File: config.mk
export PLATFORM = sky130hd
export DESIGN_NAME = word_lexer_with_comments
export DESIGN_NICKNAME = d
export VERILOG_FILES = /design/src/hw/rtl/wlc_pkg.sv /design/src/hw/rtl/wlc_front.sv /design/src/hw/rtl/wlc_queue.sv /design/src/hw/rtl/wlc_back.sv /design/src/hw/rtl/word_lexer_with_comments.sv
export VERILOG_INCLUDE_DIRS = /design/src /design/src/hw/rtl
export SDC_FILE = /design/constraint.sdc
export NUM_CORES = 1
export LEC_CHECK = 0
export BUFFER_PORTS_ARGS = -buffer_cell sky130_fd_sc_hd__buf_2
export CAP_MARGIN = 20
export CORE_ASPECT_RATIO = 1.5
export CORE_UTILIZATION = 54
export DETAILED_ROUTE_END_ITERATION = 10
export PLACE_DENSITY = 0.85
export SKIP_LAST_GASP = 1
export SLEW_MARGIN = 5
export SYNTH_ARGS = -nofsm -noshare
export SYNTH_HDL_FRONTEND = slang
export SYNTH_SLANG_ARGS = --single-unit
File: constraint.sdc
create_clock -name i_clk -period 4.45 [get_ports i_clk]
set_input_delay 0.445 -clock i_clk [delete_from_list [all_inputs] [get_ports i_clk]]
set_output_delay 0.445 -clock i_clk [all_outputs]
set_load 0.005 [all_outputs]
File: src/hw/rtl/word_lexer_with_comments_assert.svh
// Assertion macros for the word lexer.
`ifndef WORD_LEXER_WITH_COMMENTS_ASSERT_SVH
`define WORD_LEXER_WITH_COMMENTS_ASSERT_SVH

`ifndef SYNTHESIS
// same-cycle implication
`define WLC_ASSERT_IMPL(label, clk, rst_n, ante, cons) \
    label: assert property (@(posedge clk) disable iff (!(rst_n)) (ante) |-> (cons)) \
        else $error("word lexer check failed");
// next-cycle implication
`define WLC_ASSERT_NEXT(label, clk, rst_n, ante, cons) \
    label: assert property (@(posedge clk) disable iff (!(rst_n)) (ante) |=> (cons)) \
        else $error("word lexer check failed");
`else
`define WLC_ASSERT_IMPL(label, clk, rst_n, ante, cons)
`define WLC_ASSERT_NEXT(label, clk, rst_n, ante, cons)
`endif

`endif

File: src/hw/rtl/wlc_pkg.sv
`timescale 1ns / 1ps
`default_nettype none

package wlc_pkg;

    localparam int WLC_LENGTH_LIMIT  = 256;
    localparam int WLC_POSITION_BITS = 32;
    localparam int WLC_QUEUE_DEPTH   = 4;
    localparam logic [8:0] WLC_MAX_LEN_RESET = 9'd64;

    localparam logic [7:0] CH_NUL   = 8'h00;
    localparam logic [7:0] CH_TAB   = 8'h09;
    localparam logic [7:0] CH_LF    = 8'h0A;
    localparam logic [7:0] CH_CR    = 8'h0D;
    localparam logic [7:0] CH_SPACE = 8'h20;
    localparam logic [7:0] CH_STAR  = 8'h2A;
    localparam logic [7:0] CH_SLASH = 8'h2F;

    typedef enum logic [2:0] {
        KIND_CHAR   = 3'd0,
        KIND_DONE   = 3'd1,
        KIND_BADCOM = 3'd2,
        KIND_LONG   = 3'd3,
        KIND_NOWORD = 3'd4
    } t_kind;

    typedef enum logic [4:0] {
        PH_NORMAL = 5'b00001,
        PH_SLASH  = 5'b00010,
        PH_BLOCK  = 5'b00100,
        PH_BSTAR  = 5'b01000,
        PH_LINE   = 5'b10000
    } t_phase;

    typedef struct packed {
        t_kind       kind;
        logic [7:0]  ch;
        logic [8:0]  len;
        logic [31:0] pos;
    } t_res;

    typedef struct packed {
        logic full;
        logic empty;
    } t_q_status;

endpackage

`default_nettype wire

File: src/hw/rtl/wlc_front.sv
`timescale 1ns / 1ps
`default_nettype none

module wlc_front
    import wlc_pkg::*;
#(
    parameter int POSITION_BITS = WLC_POSITION_BITS
) (
    input  wire         i_clk,
    input  wire         i_rst_n,
    input  wire         i_cfg_valid,
    input  wire  [8:0]  i_cfg_data,
    input  wire         i_valid,
    input  wire  [7:0]  i_byte,
    input  wire         i_eoi,
    input  t_q_status   i_q_status,
    output logic        o_ready,
    output logic        o_push,
    output t_res        o_res
);

    localparam logic [16:0] LimitMax = 17'(WLC_LENGTH_LIMIT);

    logic [8:0]               r_max_len;
    t_phase                   r_phase, n_phase;
    logic                     r_started, n_started;
    logic [8:0]               r_count, n_count;
    logic [POSITION_BITS-1:0] r_pos, n_pos;

    logic        w_accept;
    logic [16:0] w_limit;
    logic        w_fits;
    logic        w_space;

    assign o_ready  = !i_q_status.full;
    assign w_accept = i_valid && o_ready;

    // effective buffer size is the register clamped to the hard limit
    assign w_limit = (17'(r_max_len) > LimitMax) ? LimitMax : 17'(r_max_len);
    assign w_fits  = (w_limit >= 17'd2) && (17'(r_count) < (w_limit - 17'd1));
    assign w_space = i_byte inside {CH_NUL, CH_SPACE, CH_TAB, CH_LF, CH_CR};

    always_comb begin
        n_phase   = r_phase;
        n_started = r_started;
        n_count   = r_count;
        n_pos     = r_pos;
        o_push    = 1'b0;
        o_res.kind = KIND_CHAR;
        o_res.ch   = 8'd0;
        o_res.len  = r_count;
        o_res.pos  = 32'(r_pos);
        if (w_accept) begin
            if (i_eoi) begin
                o_push = 1'b1;
                if (r_phase == PH_NORMAL || r_phase == PH_LINE) begin
                    o_res.kind = r_started ? KIND_DONE : KIND_NOWORD;
                end else begin
                    o_res.kind = KIND_BADCOM;
                end
            end else begin
                n_pos     = r_pos + 1'b1;
                o_res.pos = 32'(n_pos);
                case (r_phase)
                    PH_SLASH: begin
                        if (i_byte == CH_STAR) begin
                            n_phase = PH_BLOCK;
                        end else if (i_byte == CH_SLASH) begin
                            n_phase = PH_LINE;
                        end else begin
                            o_push     = 1'b1;
                            o_res.kind = KIND_BADCOM;
                        end
                    end
                    PH_BLOCK: begin
                        if (i_byte == CH_STAR) n_phase = PH_BSTAR;
                    end
                    PH_BSTAR: begin
                        // a run of stars keeps the closer armed
                        if (i_byte == CH_SLASH) begin
                            n_phase = PH_NORMAL;
                        end else if (i_byte != CH_STAR) begin
                            n_phase = PH_BLOCK;
                        end
                    end
                    PH_LINE: begin
                        if (i_byte == CH_LF) n_phase = PH_NORMAL;
                    end
                    default: begin
                        n_phase = PH_NORMAL;
                        if (w_space) begin
                            if (r_started) begin
                                o_push     = 1'b1;
                                o_res.kind = KIND_DONE;
                            end
                        end else if (i_byte == CH_SLASH) begin
                            n_phase = PH_SLASH;
                        end else if (w_fits) begin
                            n_started  = 1'b1;
                            n_count    = r_count + 9'd1;
                            o_push     = 1'b1;
                            o_res.kind = KIND_CHAR;
                            o_res.ch   = i_byte;
                            o_res.len  = n_count;
                        end else begin
                            o_push     = 1'b1;
                            o_res.kind = KIND_LONG;
                        end
                    end
                endcase
            end
            // every ending returns to skipping
            if (o_push && o_res.kind != KIND_CHAR) begin
                n_phase   = PH_NORMAL;
                n_started = 1'b0;
                n_count   = 9'd0;
            end
        end
    end

    always_ff @(posedge i_clk) begin
        if (!i_rst_n) begin
            r_max_len <= WLC_MAX_LEN_RESET;
            r_phase   <= PH_NORMAL;
            r_started <= 1'b0;
            r_count   <= 9'd0;
            r_pos     <= '0;
        end else begin
            if (i_cfg_valid) r_max_len <= i_cfg_data;
            r_phase   <= n_phase;
            r_started <= n_started;
            r_count   <= n_count;
            r_pos     <= n_pos;
        end
    end

endmodule

`default_nettype wire

File: src/hw/rtl/wlc_queue.sv
`timescale 1ns / 1ps
`default_nettype none

module wlc_queue
    import wlc_pkg::*;
#(
    parameter int DEPTH = WLC_QUEUE_DEPTH
) (
    input  wire         i_clk,
    input  wire         i_rst_n,
    input  wire         i_push,
    input  t_res        i_res,
    input  wire         i_pop,
    output t_res        o_res,
    output t_q_status   o_status
);

    localparam int PtrBits = (DEPTH > 1) ? $clog2(DEPTH) : 1;
    localparam int CntBits = $clog2(DEPTH + 1);

    t_res               r_mem [DEPTH];
    logic [PtrBits-1:0] r_wr_ptr, r_rd_ptr;
    logic [CntBits-1:0] r_cnt;
    logic               w_push, w_pop;

    assign o_status.full  = (r_cnt == CntBits'(DEPTH));
    assign o_status.empty = (r_cnt == '0);
    assign w_push = i_push && !o_status.full;
    assign w_pop  = i_pop && !o_status.empty;
    assign o_res  = r_mem[r_rd_ptr];

    always_ff @(posedge i_clk) begin
        if (w_push) r_mem[r_wr_ptr] <= i_res;
    end

    always_ff @(posedge i_clk) begin
        if (!i_rst_n) begin
            r_wr_ptr <= '0;
            r_rd_ptr <= '0;
            r_cnt    <= '0;
        end else begin
            if (w_push) begin
                r_wr_ptr <= (r_wr_ptr == PtrBits'(DEPTH - 1)) ? '0 : r_wr_ptr + 1'b1;
            end
            if (w_pop) begin
                r_rd_ptr <= (r_rd_ptr == PtrBits'(DEPTH - 1)) ? '0 : r_rd_ptr + 1'b1;
            end
            case ({w_push, w_pop})
                2'b10:   r_cnt <= r_cnt + 1'b1;
                2'b01:   r_cnt <= r_cnt - 1'b1;
                default: r_cnt <= r_cnt;
            endcase
        end
    end

endmodule

`default_nettype wire

File: src/hw/rtl/wlc_back.sv
`timescale 1ns / 1ps
`default_nettype none

module wlc_back
    import wlc_pkg::*;
(
    input  wire         i_clk,
    input  wire         i_rst_n,
    input  t_q_status   i_q_status,
    input  t_res        i_res,
    output logic        o_pop,
    input  wire         i_ready,
    output logic        o_valid,
    output logic [2:0]  o_kind,
    output logic [55:0] o_data
);

    logic r_valid;
    t_res r_res;

    // reload the output stage whenever it is empty or being drained
    assign o_pop = !i_q_status.empty && (!r_valid || i_ready);

    always_ff @(posedge i_clk) begin
        if (!i_rst_n) begin
            r_valid <= 1'b0;
        end else if (!r_valid || i_ready) begin
            r_valid <= !i_q_status.empty;
        end
    end

    always_ff @(posedge i_clk) begin
        if (o_pop) r_res <= i_res;
    end

    assign o_valid = r_valid;
    assign o_kind  = r_res.kind;
    assign o_data  = {7'd0, r_res.pos, r_res.len, r_res.ch};

endmodule

`default_nettype wire

File: src/hw/rtl/word_lexer_with_comments.sv
// Channel      Direction  Handshake                     Payload
// config       in         i_cfg_valid / o_cfg_ready     i_cfg_data = max_word_length
// char stream  in         s_axis_tvalid / tready        tdata = in_byte, tuser = end_of_input
// results      out        m_axis_tvalid / tready        tdata = char, length, position
//
// One item per cycle is accepted while the result queue has room; the lexer state update
// in the front stage is registered once per accepted item, so consecutive items follow back to back.
// A result, where an item gives one, is written into the queue and then loaded into the output register.
// Reset (synchronous, active low) returns to skipping, clears counts and the queue,
// and sets max_word_length to 64. A stalled output fills the four-entry queue, then
// s_axis_tready drops. o_cfg_ready is always high.
`timescale 1ns / 1ps
`default_nettype none
`include "word_lexer_with_comments_assert.svh"

module word_lexer_with_comments
    import wlc_pkg::*;
#(
    parameter int POSITION_BITS = WLC_POSITION_BITS,
    parameter int QUEUE_DEPTH   = WLC_QUEUE_DEPTH
) (
    input  wire         i_clk,
    input  wire         i_rst_n,
    input  wire         i_cfg_valid,
    output logic        o_cfg_ready,
    input  wire  [8:0]  i_cfg_data,
    input  wire         s_axis_tvalid,
    output logic        s_axis_tready,
    input  wire  [7:0]  s_axis_tdata,   // [7:0] in_byte
    input  wire  [0:0]  s_axis_tuser,   // [0] end_of_input
    output logic        m_axis_tvalid,
    input  wire         m_axis_tready,
    output logic [55:0] m_axis_tdata,   // [7:0] out_char, [16:8] word_length, [48:17] byte_position
    output logic [2:0]  m_axis_tuser    // [2:0] result_kind
);

    t_q_status w_q_status;
    t_res      w_push_res, w_head_res;
    logic      w_push, w_pop;

    assign o_cfg_ready = 1'b1;

    wlc_front #(
        .POSITION_BITS(POSITION_BITS)
    ) u_front (
        .i_clk      (i_clk),
        .i_rst_n    (i_rst_n),
        .i_cfg_valid(i_cfg_valid),
        .i_cfg_data (i_cfg_data),
        .i_valid    (s_axis_tvalid),
        .i_byte     (s_axis_tdata),
        .i_eoi      (s_axis_tuser[0]),
        .i_q_status (w_q_status),
        .o_ready    (s_axis_tready),
        .o_push     (w_push),
        .o_res      (w_push_res)
    );

    wlc_queue #(
        .DEPTH(QUEUE_DEPTH)
    ) u_queue (
        .i_clk   (i_clk),
        .i_rst_n (i_rst_n),
        .i_push  (w_push),
        .i_res   (w_push_res),
        .i_pop   (w_pop),
        .o_res   (w_head_res),
        .o_status(w_q_status)
    );

    wlc_back u_back (
        .i_clk     (i_clk),
        .i_rst_n   (i_rst_n),
        .i_q_status(w_q_status),
        .i_res     (w_head_res),
        .o_pop     (w_pop),
        .i_ready   (m_axis_tready),
        .o_valid   (m_axis_tvalid),
        .o_kind    (m_axis_tuser),
        .o_data    (m_axis_tdata)
    );

    // a passed-out character always counts itself
    `WLC_ASSERT_IMPL(a_char_len, i_clk, i_rst_n,
        m_axis_tvalid && m_axis_tuser == KIND_CHAR, m_axis_tdata[16:8] != 9'd0)
    // endings carry no character
    `WLC_ASSERT_IMPL(a_end_nochar, i_clk, i_rst_n,
        m_axis_tvalid && m_axis_tuser != KIND_CHAR, m_axis_tdata[7:0] == 8'd0)
    // an accepted end mark always leaves a result queued
    `WLC_ASSERT_NEXT(a_eoi_queued, i_clk, i_rst_n,
        s_axis_tvalid && s_axis_tready && s_axis_tuser[0], !w_q_status.empty)
    // the front never pushes into a full queue
    `WLC_ASSERT_IMPL(a_no_overflow, i_clk, i_rst_n, w_push, !w_q_status.full)

endmodule

`default_nettype wire

# Word level (Yosys, flattened, before mapping)
# Memory sizes are Yosys's and may differ from the RTL's. A register that Yosys moved wholly into a read port is not among the register bits.
# Index checks and enable logic that the tools add are counted.
totals:
  reg_bits: 64
  mem_bits_rw: 208
  inputBits: 23
  out_inout_bits: 62
  elab_cells: 121
  n_memories: 1
classes:
  addsub: 7
  order_cmp: 3
  n_eq_ne: 25
  mux: 53
  bitwise: 1
  n_reduce_logical: 22
mem_list:
  columns: ["memory", "words", "width", "rd", "rd_clocked_by_memory_dff", "write_ports", "line_no", "rtl"]
  rows:
  - ["u_queue.r_mem", 4, 52, 1, 1, 1, "wlc_queue.sv:21", "t_res r_mem [DEPTH];"]
op_table:
  columns: ["cell", "count"]
  rows:
  - ["2-to-1 mux 9 bit", 7]
  - ["2-to-1 mux 52 bit", 1]
  - ["2-to-1 mux 17 bit", 3]
  - ["2-to-1 mux 49 bit", 1]
  - ["2-to-1 mux 5 bit", 9]
  - ["adder 32 x 1 -> 32 bit, second input constant", 1]
  - ["== test 8 x 4 -> 1 bit, second input constant", 3]
  - ["== test 8 x 6 -> 1 bit, second input constant", 3]
  - ["one-hot mux 5 bit (4 select lines)", 1]
  - ["2-to-1 mux 19 bit", 1]
  - ["2-to-1 mux 3 bit", 6]
  - [">= comparator 17 x 2 -> 1 bit, second input constant", 1]
  - ["< comparator 9 x 17 -> 1 bit", 1]
  - ["subtractor 17 x 1 -> 17 bit, second input constant", 1]
  - ["2-to-1 mux 1 bit", 16]
  - ["one-hot mux 3 bit (2 select lines)", 2]
  - ["AND reduction 6 bit", 2]
  - ["2-to-1 mux 2 bit", 5]
  - ["adder 9 x 1 -> 9 bit, second input constant", 1]
  - ["> comparator 9 bit, second input constant", 1]
  - ["logical NOT 8 bit", 1]
  - ["inequality test 4 x 1 -> 1 bit, second input constant", 2]
  - ["inequality test 8 x 6 -> 1 bit, second input constant", 1]
  - ["== test 2 bit, second input constant", 3]
  - ["other kinds (26)", 38]

# Longest topological paths before layout
# Gate-level depths: netlist (run 1).
logic_depth:
  depth_word: 15
  ltp_mapped: 14
  mapped_depth_nobuf: 13

# Modules after synthesis
# A second synthesis (run 1) with hierarchy kept.
hier_totals:
  cells_unflattened: 809
  area_unflattened_um2: 13307.8
by_module_without_submodules:
  columns: ["module", "instances", "cells_each", "area_per_inst_um2", "seq_area_each_um2"]
  rows:
  - ["wlc_queue", 1, 328, 8059.0, 6426.2]
  - ["wlc_front", 1, 415, 3575.9, 1121.1]
  - ["wlc_back", 1, 64, 1661.6, 1581.5]
  - ["word_lexer_with_comments", 1, 2, 11.3, 0.0]

# Least setup slack after synthesis (run 1)
# No wires, ideal clock.
synth_path:
  kind: "input to register"
  start: "in m_axis_tready"
  end: "reg u_queue.r_cnt[2]"
  setup_time_ps: 71
  arrival_ps: 4753
  required_time_ps: 4379
  setup_slack_ps: -374
  stages: 8
  path_buffers: 0
  path_cell_list: "inv_1 a21oi_1 ha_1 inv_1 fa_1 xor2_1 or3_1 a21oi_1"
synth_via:
  elab_chain_len: 5
  elab_cells_between_ends: 7
  cone_classes: "eq/ne (2); mux (1); reduce/logical (4)"
synth_rtl:
  columns: ["item", "line_no", "rtl"]
  rows:
  - ["from (decl)", "word_lexer_with_comments.sv:32", "input wire m_axis_tready,"]
  - ["logical OR 1 bit *", "wlc_back.sv:22", "assign o_pop = !i_q_status.empty && (!r_valid || i_ready);"]
  - ["logical AND 1 bit *", "wlc_back.sv:22", null]
  - ["net u_back.o_pop", "wlc_back.sv:11", "output logic o_pop,"]
  - ["logical AND 1 bit *", "wlc_queue.sv:29", "assign w_pop = i_pop && !o_status.empty;"]
  - ["== test 2 x 1 -> 1 bit or == test 2 bit (tied branches)", "wlc_queue.sv:48", "case ({w_push, w_pop})"]
  - ["one-hot mux 3 bit (2 select lines) or nonzero test 2 bit (tied branches)", null, null]
  - ["to (signal assigned)", "wlc_queue.sv:49", "2'b10: r_cnt <= r_cnt + 1'b1;"]
  - ["to (signal assigned)", "wlc_queue.sv:50", "2'b01: r_cnt <= r_cnt - 1'b1;"]
  - ["to (signal assigned)", "wlc_queue.sv:51", "default: r_cnt <= r_cnt;"]
  - ["to (decl)", "wlc_queue.sv:23", "logic [CntBits-1:0] r_cnt;"]
# The timed path passes the listed nets; every way through them passes the cells marked *.
# A chain may end at the register's enable or synchronous reset.

==> summary.md, run 1 <==
| Metric | Value |
|---|---|
| All-layer global routing usage | `20.2%` |
| Synth warn | `0` |
| Crit end category | `register` |
| TritonCTS Sinks | `324` |
| CTS tree | `built` |
| Io pins | `85` |
| CTS Buffer Depth | `3` |
| Post_cts resized | `0` |
| Congestion Overflow GR | `0` |
| CTS Hold Bufs | `0` |
| Post-Route Skew | `0.0132 ns` |
| Cells after Synth | `822` |
| CTS root buf | `clkbuf_16` |
| Synth area leaders | `edfxtp_1 60%, dfxtp_1 9.8%, mux4_2 9.0%, and2_1 1.9%, ha_1 1.7%` |
| Hold path start | `i_cfg_data[6]` |
| Flop2flop setup slack | `0.34 ns` |
| R2r endpoint | `u_queue.r_mem[1][37]` |
| # H-tree levels | `1` |
| Worst EP arrival | `4.42 ns` |
| Fraction of layout cells with a size suffix above 1 | `21.9%` |
| Max cap viols | `0` |
| WL final | `24.5 mm` |
| Most frequent cells in the layout | `260 x edfxtp_1, 76 x buf_2, 62 x dfxtp_1, 52 x mux4_2, 42 x nor2_1` |
| # rows | `69` |
| Post-route minimum period | `4.11 ns` |
| Worst r2r src | `u_front.r_max_len[0]` |
| Nets@finish | `944` |
| Hold Path End | `u_front.r_max_len[6]` |
| Final setup viols | `0` |
| Number of global-route vias before repair | `7,022` |
| Max Fanout on Critical Path | `10` |
| Post-synth EDFFs | `260` |
| Die W | `129 µm` |
| Distinct cells, synth | `61` |
| Synth Flop Type | `edfxtp_1` |
| Diode count | `0` |
| Drt via density | `5.68` |
| CP Launch Type | `register` |
| Max Freq | `244 MHz` |
| Worst r2r path cells | `14` |
| RSZ-0062 raised after global routing | `false` |
| Post-synth ARST share | `0%` |
| Fin util | `62.4%` |
| Worst EP required | `4.77 ns` |
| Commonest non-fill, non-tap cell in the layout | `edfxtp_1` |
| Slew Limit Fails | `0` |
| Final hold vios | `0` |
| Worst-skew pair later-pin latency | `0.54 ns` |
| Total vias in the final route | `7,061` |
| Avg Cell Area, Syn | `15.8 µm²` |
| Initial antenna violation count | `1` |
| Slew Limit Headroom | `42.2%` |
| Post-DRT Antenna Nets | `0` |
| Worst vdd ir | `0.436 mV` |
| Cell Area, Synth | `13,000 µm²` |
| Status | `complete, no violations` |
| Synth area leader | `edfxtp_1` |
| Synth Register Bits | `324` |
| Leak Pwr | `5.29 nW` |
| Initial Utilization | `55.0%` |
| Routed WL per cell | `19.7 µm` |
| Worst-Margin Slew | `0.866 ns` |
| Post-synth top area share | `60.0%` |
| Hold Crit Depth | `3` |
| Worst-path clk slew | `0.06 ns` |
| Global-route wire length before repair | `37.6 mm` |
| Setup bufs post-CTS | `0` |
| Fill cells | `1,671` |
| Remaining DRCs | `0` |
| Total clock buffers created by CTS | `28` |
| Crit share post-route | `92.3%` |
| Pwr dens | `557 nW/µm²` |
| DP Wirelength | `14.4 mm` |
| Port bufs | `76` |
| Die area | `24,700 µm²` |
| Starting DRT DRC Count | `573` |
| Sequential fraction of the synthesis area | `69.9%` |
| Core Area | `23,700 µm²` |
| DRT Pass-1 Iters | `5` |
| Setup Crit Path Kind | `register to register` |
| Routability cong. | `0.903` |
| Area Overhead vs Synth | `13.5%` |
| Hold/Removal Path Class | `input port to register` |
| Setup TNS | `0 ns` |
| WHS | `0.126 ns` |
| Die height | `192 µm` |
| Largest net degree at the start of global routing | `56` |
-- through the flow --
| stage | area (µm²) | worst slack [ns] | instances | total power [W] |
|---|---|---|---|---|
| after floorplan | 13000 | 0.137 | 828 | 0.00507 |
| after global placement | 13700 | 0.596 | 1190 | 0.00563 |
| after detailed placement | 13700 | 0.408 | 1190 | 0.00569 |
| after CTS | 14700 | 0.367 | 1242 | 0.00828 |
| after global routing | 14800 | 0.0180 | 1243 | 0.00855 |
| final | 14800 | 0.345 | 1243 | 0.00822 |
-- metal layers --
metal / wire (µm) / global-route usage, %
met2: 13000 / 35.5
met4: 683 / 8.96
met5: 0 / 0
met1: 9540 / 24.6
met3: 1190 / 2.73
-- worst max-delay path by stage --
stage | endpoint | slack, ns | depth (start not counted) | start
floorplan | u_queue.r_mem[0][0] | 0.14 | 8 | s_axis_tdata[0]
global placement | u_queue.r_mem[0][38] | 0.60 | 14 | u_front.r_max_len[0]
detailed placement | u_queue.r_mem[2][37] | 0.41 | 14 | u_front.r_max_len[0]
CTS | u_queue.r_mem[1][37] | 0.37 | 14 | u_front.r_max_len[0]
global route | u_queue.r_mem[1][37] | 0.02 | 14 | u_front.r_max_len[0]
finish | u_queue.r_mem[1][37] | 0.34 | 14 | u_front.r_max_len[0]
-- power by group --
group	leakage (nW)	switching [W]	internal [W]
Combinational	1.79	0.000833	0.000671
Clock	0.475	0.00106	0.00151
Sequential	3.03	0.000218	0.00393
-- cell families after synthesis --
group           after synthesis  synth area share [%]
flops                       324                  69.9
xor+xnor                     45                  3.09
mux                          66                  10.1
other cells                   2                0.0577
simple gates                236                  9.61
fa+ha+maj                    19                  1.89
buf+inv                      71                  2.35
compound gates               59                  3.07
-- worst max-delay path, cell delays in order (launching register included) --
cell and delay, ns:
dfxtp_1 0.34, nor4_1 0.28, buf_4 0.17, nor2b_1 0.23, nand2_1 0.12, o21ai_0 0.17, ha_1 0.26, ha_1 0.31
a21oi_1 0.18, o21ai_0 0.13, a2111oi_2 0.27, o21ai_1 0.24, or3_1 0.56, nor3_1 0.29, xor2_1 0.33
-- layout make-up --
cell class                      count  area, µm²  share of cell area [%]
Clock inverter                     16        194                    1.31
Tap cell                          319        399                    2.70
Multi-Input combinational cell    433       3680                    24.9
Clock buffer                       36        803                    5.44
Sequential cell                   324       9090                    61.6
Inverter                           28        105                   0.712
Timing Repair Buffer               87        495                    3.35
-- Yosys cell counts (9+ instances only) --
library cell,number
nand4_1,9
nor2_1,46
ha_1,18
nand2_1,39
and3_1,11
nor3_1,18
and2_1,40
clkbuf_1,27
xnor2_1,22
xor2_1,22
edfxtp_1,260
mux2i_1,13
nand3_1,27
o21ai_0,11
or3_1,10
inv_1,28
mux4_2,52
dfxtp_1,64
a21oi_1,16
-- registers in the layout, summed over array words and instances (netlist names) --
| signal | cells |
|---|---|
| u_front.r_max_len | 9 |
| u_queue.r_rd_ptr | 2 |
| u_back.o_data | 49 |
| u_queue.r_mem | 208 |
| u_back.o_kind | 3 |
| u_back.o_valid | 1 |
| u_front.r_started | 1 |
| u_front.r_pos | 32 |
| u_queue.r_wr_ptr | 2 |
| u_front.r_phase | 5 |
| u_front.r_count | 9 |
| u_queue.r_cnt | 3 |
(Power assumes the default switching activity.)
==> run 2, diff against run 1 <==
CORE_UTILIZATION = 55   (was 54)
PLACE_DENSITY = 0.83   (was 0.85)
clock period = 4.5 ns   (was 4.45 ns; I/O delays follow)
==> run 2 against run 1 <==
Effect of this change:
- register-to-register slack gained 0.13 ns
- critical path depth is the same
- combinational power is essentially flat
- utilization grew 1.7 points
- total power is essentially flat
- cell count shrank 0.16%
- cell area grew 0.46%
- routed wire length shrank 2.5%
- worst setup slack gained 0.13 ns
- global-route usage shrank 0.099 points
- sequential share of layout area shrank 0.28 points
- via count shrank 0.25%
- largest power group unchanged
==> summary.md, run 2 (synthesis results as in run 1) <==
| Metric | Value |
|---|---|
| Total clock buffers created by CTS | `28` |
| Routability cong. | `0.876` |
| Final hold vios | `0` |
| Io pins | `85` |
| CTS Buffer Depth | `3` |
| CTS root buf | `clkbuf_16` |
| Die height | `190 µm` |
| Commonest non-fill, non-tap cell in the layout | `edfxtp_1` |
| Worst-skew pair later-pin latency | `0.54 ns` |
| Setup TNS | `0 ns` |
| Initial Utilization | `56.2%` |
| Max Freq | `249 MHz` |
| Worst-Margin Slew | `0.858 ns` |
| DRT Pass-1 Iters | `7` |
| Nets@finish | `946` |
| Worst vdd ir | `0.363 mV` |
| # rows | `68` |
| Total vias in the final route | `7,043` |
| CTS Hold Bufs | `0` |
| Drt via density | `5.68` |
| Flop2flop setup slack | `0.48 ns` |
| R2r endpoint | `u_queue.r_mem[0][37]` |
| Worst EP required | `4.85 ns` |
| Leak Pwr | `5.35 nW` |
| Critical Path End | `u_queue.r_mem[0][37]` |
| Worst r2r path cells | `14` |
| Design Area, Final | `14,800 µm²` |
| Core Area | `23,100 µm²` |
| All-layer global routing usage | `20.1%` |
| Initial antenna violation count | `0` |
| Slew Limit Headroom | `42.7%` |
| Post_cts resized | `0` |
| Worst-path clk slew | `0.06 ns` |
| Status | `complete, no violations` |
| Max FFs per register | `208` |
| Largest Register | `u_queue.r_mem` |
| Crit end category | `register` |
| Post-route minimum period | `4.02 ns` |
| Largest net degree at the start of global routing | `56` |
| Fill cells | `1,610` |
| DP Wirelength | `14.5 mm` |
| Die W | `128 µm` |
| Worst r2r src | `u_front.r_max_len[0]` |
| Global-route wire length before repair | `37.3 mm` |
| M1 GR Usage | `24.1%` |
| Fin util | `64.1%` |
| CP Launch Type | `register` |
| Critical Path Start | `u_front.r_max_len[0]` |
| Met2 usage | `37.1%` |
| Placed Area | `13,800 µm²` |
| Hold/Removal Path Class | `input port to register` |
| Post-DRT Antenna Nets | `0` |
| Max cap viols | `0` |
| Starting DRT DRC Count | `570` |
| Most frequent cells in the layout | `260 x edfxtp_1, 76 x buf_2, 62 x dfxtp_1, 52 x mux4_2, 42 x nor2_1` |
| Port bufs | `76` |
| Congestion Overflow GR | `0` |
| CTS tree | `built` |
| Pwr dens | `554 nW/µm²` |
| Worst EP arrival | `4.37 ns` |
| Diode count | `0` |
| Post-Route Skew | `0.0206 ns` |
| Setup bufs post-CTS | `0` |
| GRT met3 Usage | `2.44%` |
| Max Fanout on Critical Path | `10` |
| Crit share post-route | `89.4%` |
| Setup Crit Path Kind | `register to register` |
| GRT busiest layer | `met2` |
| Area Overhead vs Synth | `14.1%` |
| RSZ-0062 raised after global routing | `false` |
| TritonCTS Sinks | `324` |
| Number of global-route vias before repair | `7,055` |
| Remaining DRCs | `0` |
| WL final | `23.8 mm` |
| Fraction of layout cells with a size suffix above 1 | `22.4%` |
| # H-tree levels | `1` |
| Slew Limit Fails | `0` |
| Die area | `24,300 µm²` |
| Final setup viols | `0` |
| Routed WL per cell | `19.2 µm` |
run 2: cell types whose count changed in the layout (fill, tap and decap cells not counted):
cell        before  now
clkinvlp_4       5    1
clkinv_2         4    7
bufinv_16        4    6
clkbuf_1         3    1
clkbuf_8         3    5
inv_6            0    2
buf_12           1    2
buf_4            9   10
clkbuf_16       30   29
clkinv_1         2    1
clkinv_4         1    0
run 2: per-stage QoR:
| step | total power [W] | cells | hold WS [ns] | setup slack, ns |
|---|---|---|---|---|
| after floorplan | 0.00502 | 828 | 0.466 | 0.182 |
| after global placement | 0.00557 | 1188 | 0.484 | 0.656 |
| after detailed placement | 0.00564 | 1188 | 0.496 | 0.527 |
| after CTS | 0.00828 | 1240 | 0.114 | 0.479 |
| after global routing | 0.00854 | 1241 | 0.118 | 0.113 |
| final | 0.00822 | 1241 | 0.126 | 0.477 |
run 2: how the worst min path moves through the flow:
stage                           end  cells after the start              from  slack (ns)
6_report       u_front.r_max_len[6]                      3     i_cfg_data[6]        0.13
3_5_place_dp         u_back.o_valid                      2    u_back.o_valid        0.50
4_1_cts        u_front.r_max_len[6]                      3     i_cfg_data[6]        0.11
2_1_floorplan      u_queue.r_cnt[2]                      2  u_queue.r_cnt[2]        0.47
3_3_place_gp         u_back.o_valid                      2    u_back.o_valid        0.48
5_1_grt        u_front.r_max_len[6]                      3     i_cfg_data[6]        0.12
run 2: where the power goes:
part           total (W)  switching [W]  internal [W]  leakage [nW]
logic            0.00148       0.000816      0.000668          1.80
registers        0.00409       0.000212       0.00388          3.03
clock network    0.00264        0.00104       0.00160         0.517
run 2: per-layer routing:
layer  vias up  wire [µm]  part of all wire, %
met5         -          0                    0
met4         0        577                  2.4
met3        43       1070                  4.5
met2       220      13000                   54
met1      3521       9200                   39
li1       3259          -                    -
run 2: critical path, stage by stage, from the launching register on:
cell       delay (ns)
dfxtp_1          0.34
nor4_1           0.29
buf_4            0.18
nor2b_1          0.23
nand2_1          0.11
o21ai_0          0.16
ha_1             0.26
ha_1             0.31
a21oi_1          0.18
o21ai_0          0.12
a2111oi_2        0.27
o21ai_1          0.25
or3_1            0.58
nor3_1           0.28
xor2_1           0.27
run 2: area by class of cell:
| cell class | count | area [µm²] | share of cell area [%] |
|---|---|---|---|
| multi-input cells | 433 | 3680 | 24.8 |
| well taps | 315 | 394 | 2.66 |
| clock buffers | 35 | 798 | 5.38 |
| clock inverters | 17 | 244 | 1.64 |
| inverters | 28 | 105 | 0.708 |
| repair buffers | 89 | 523 | 3.52 |
| flip-flops and latches | 324 | 9090 | 61.3 |
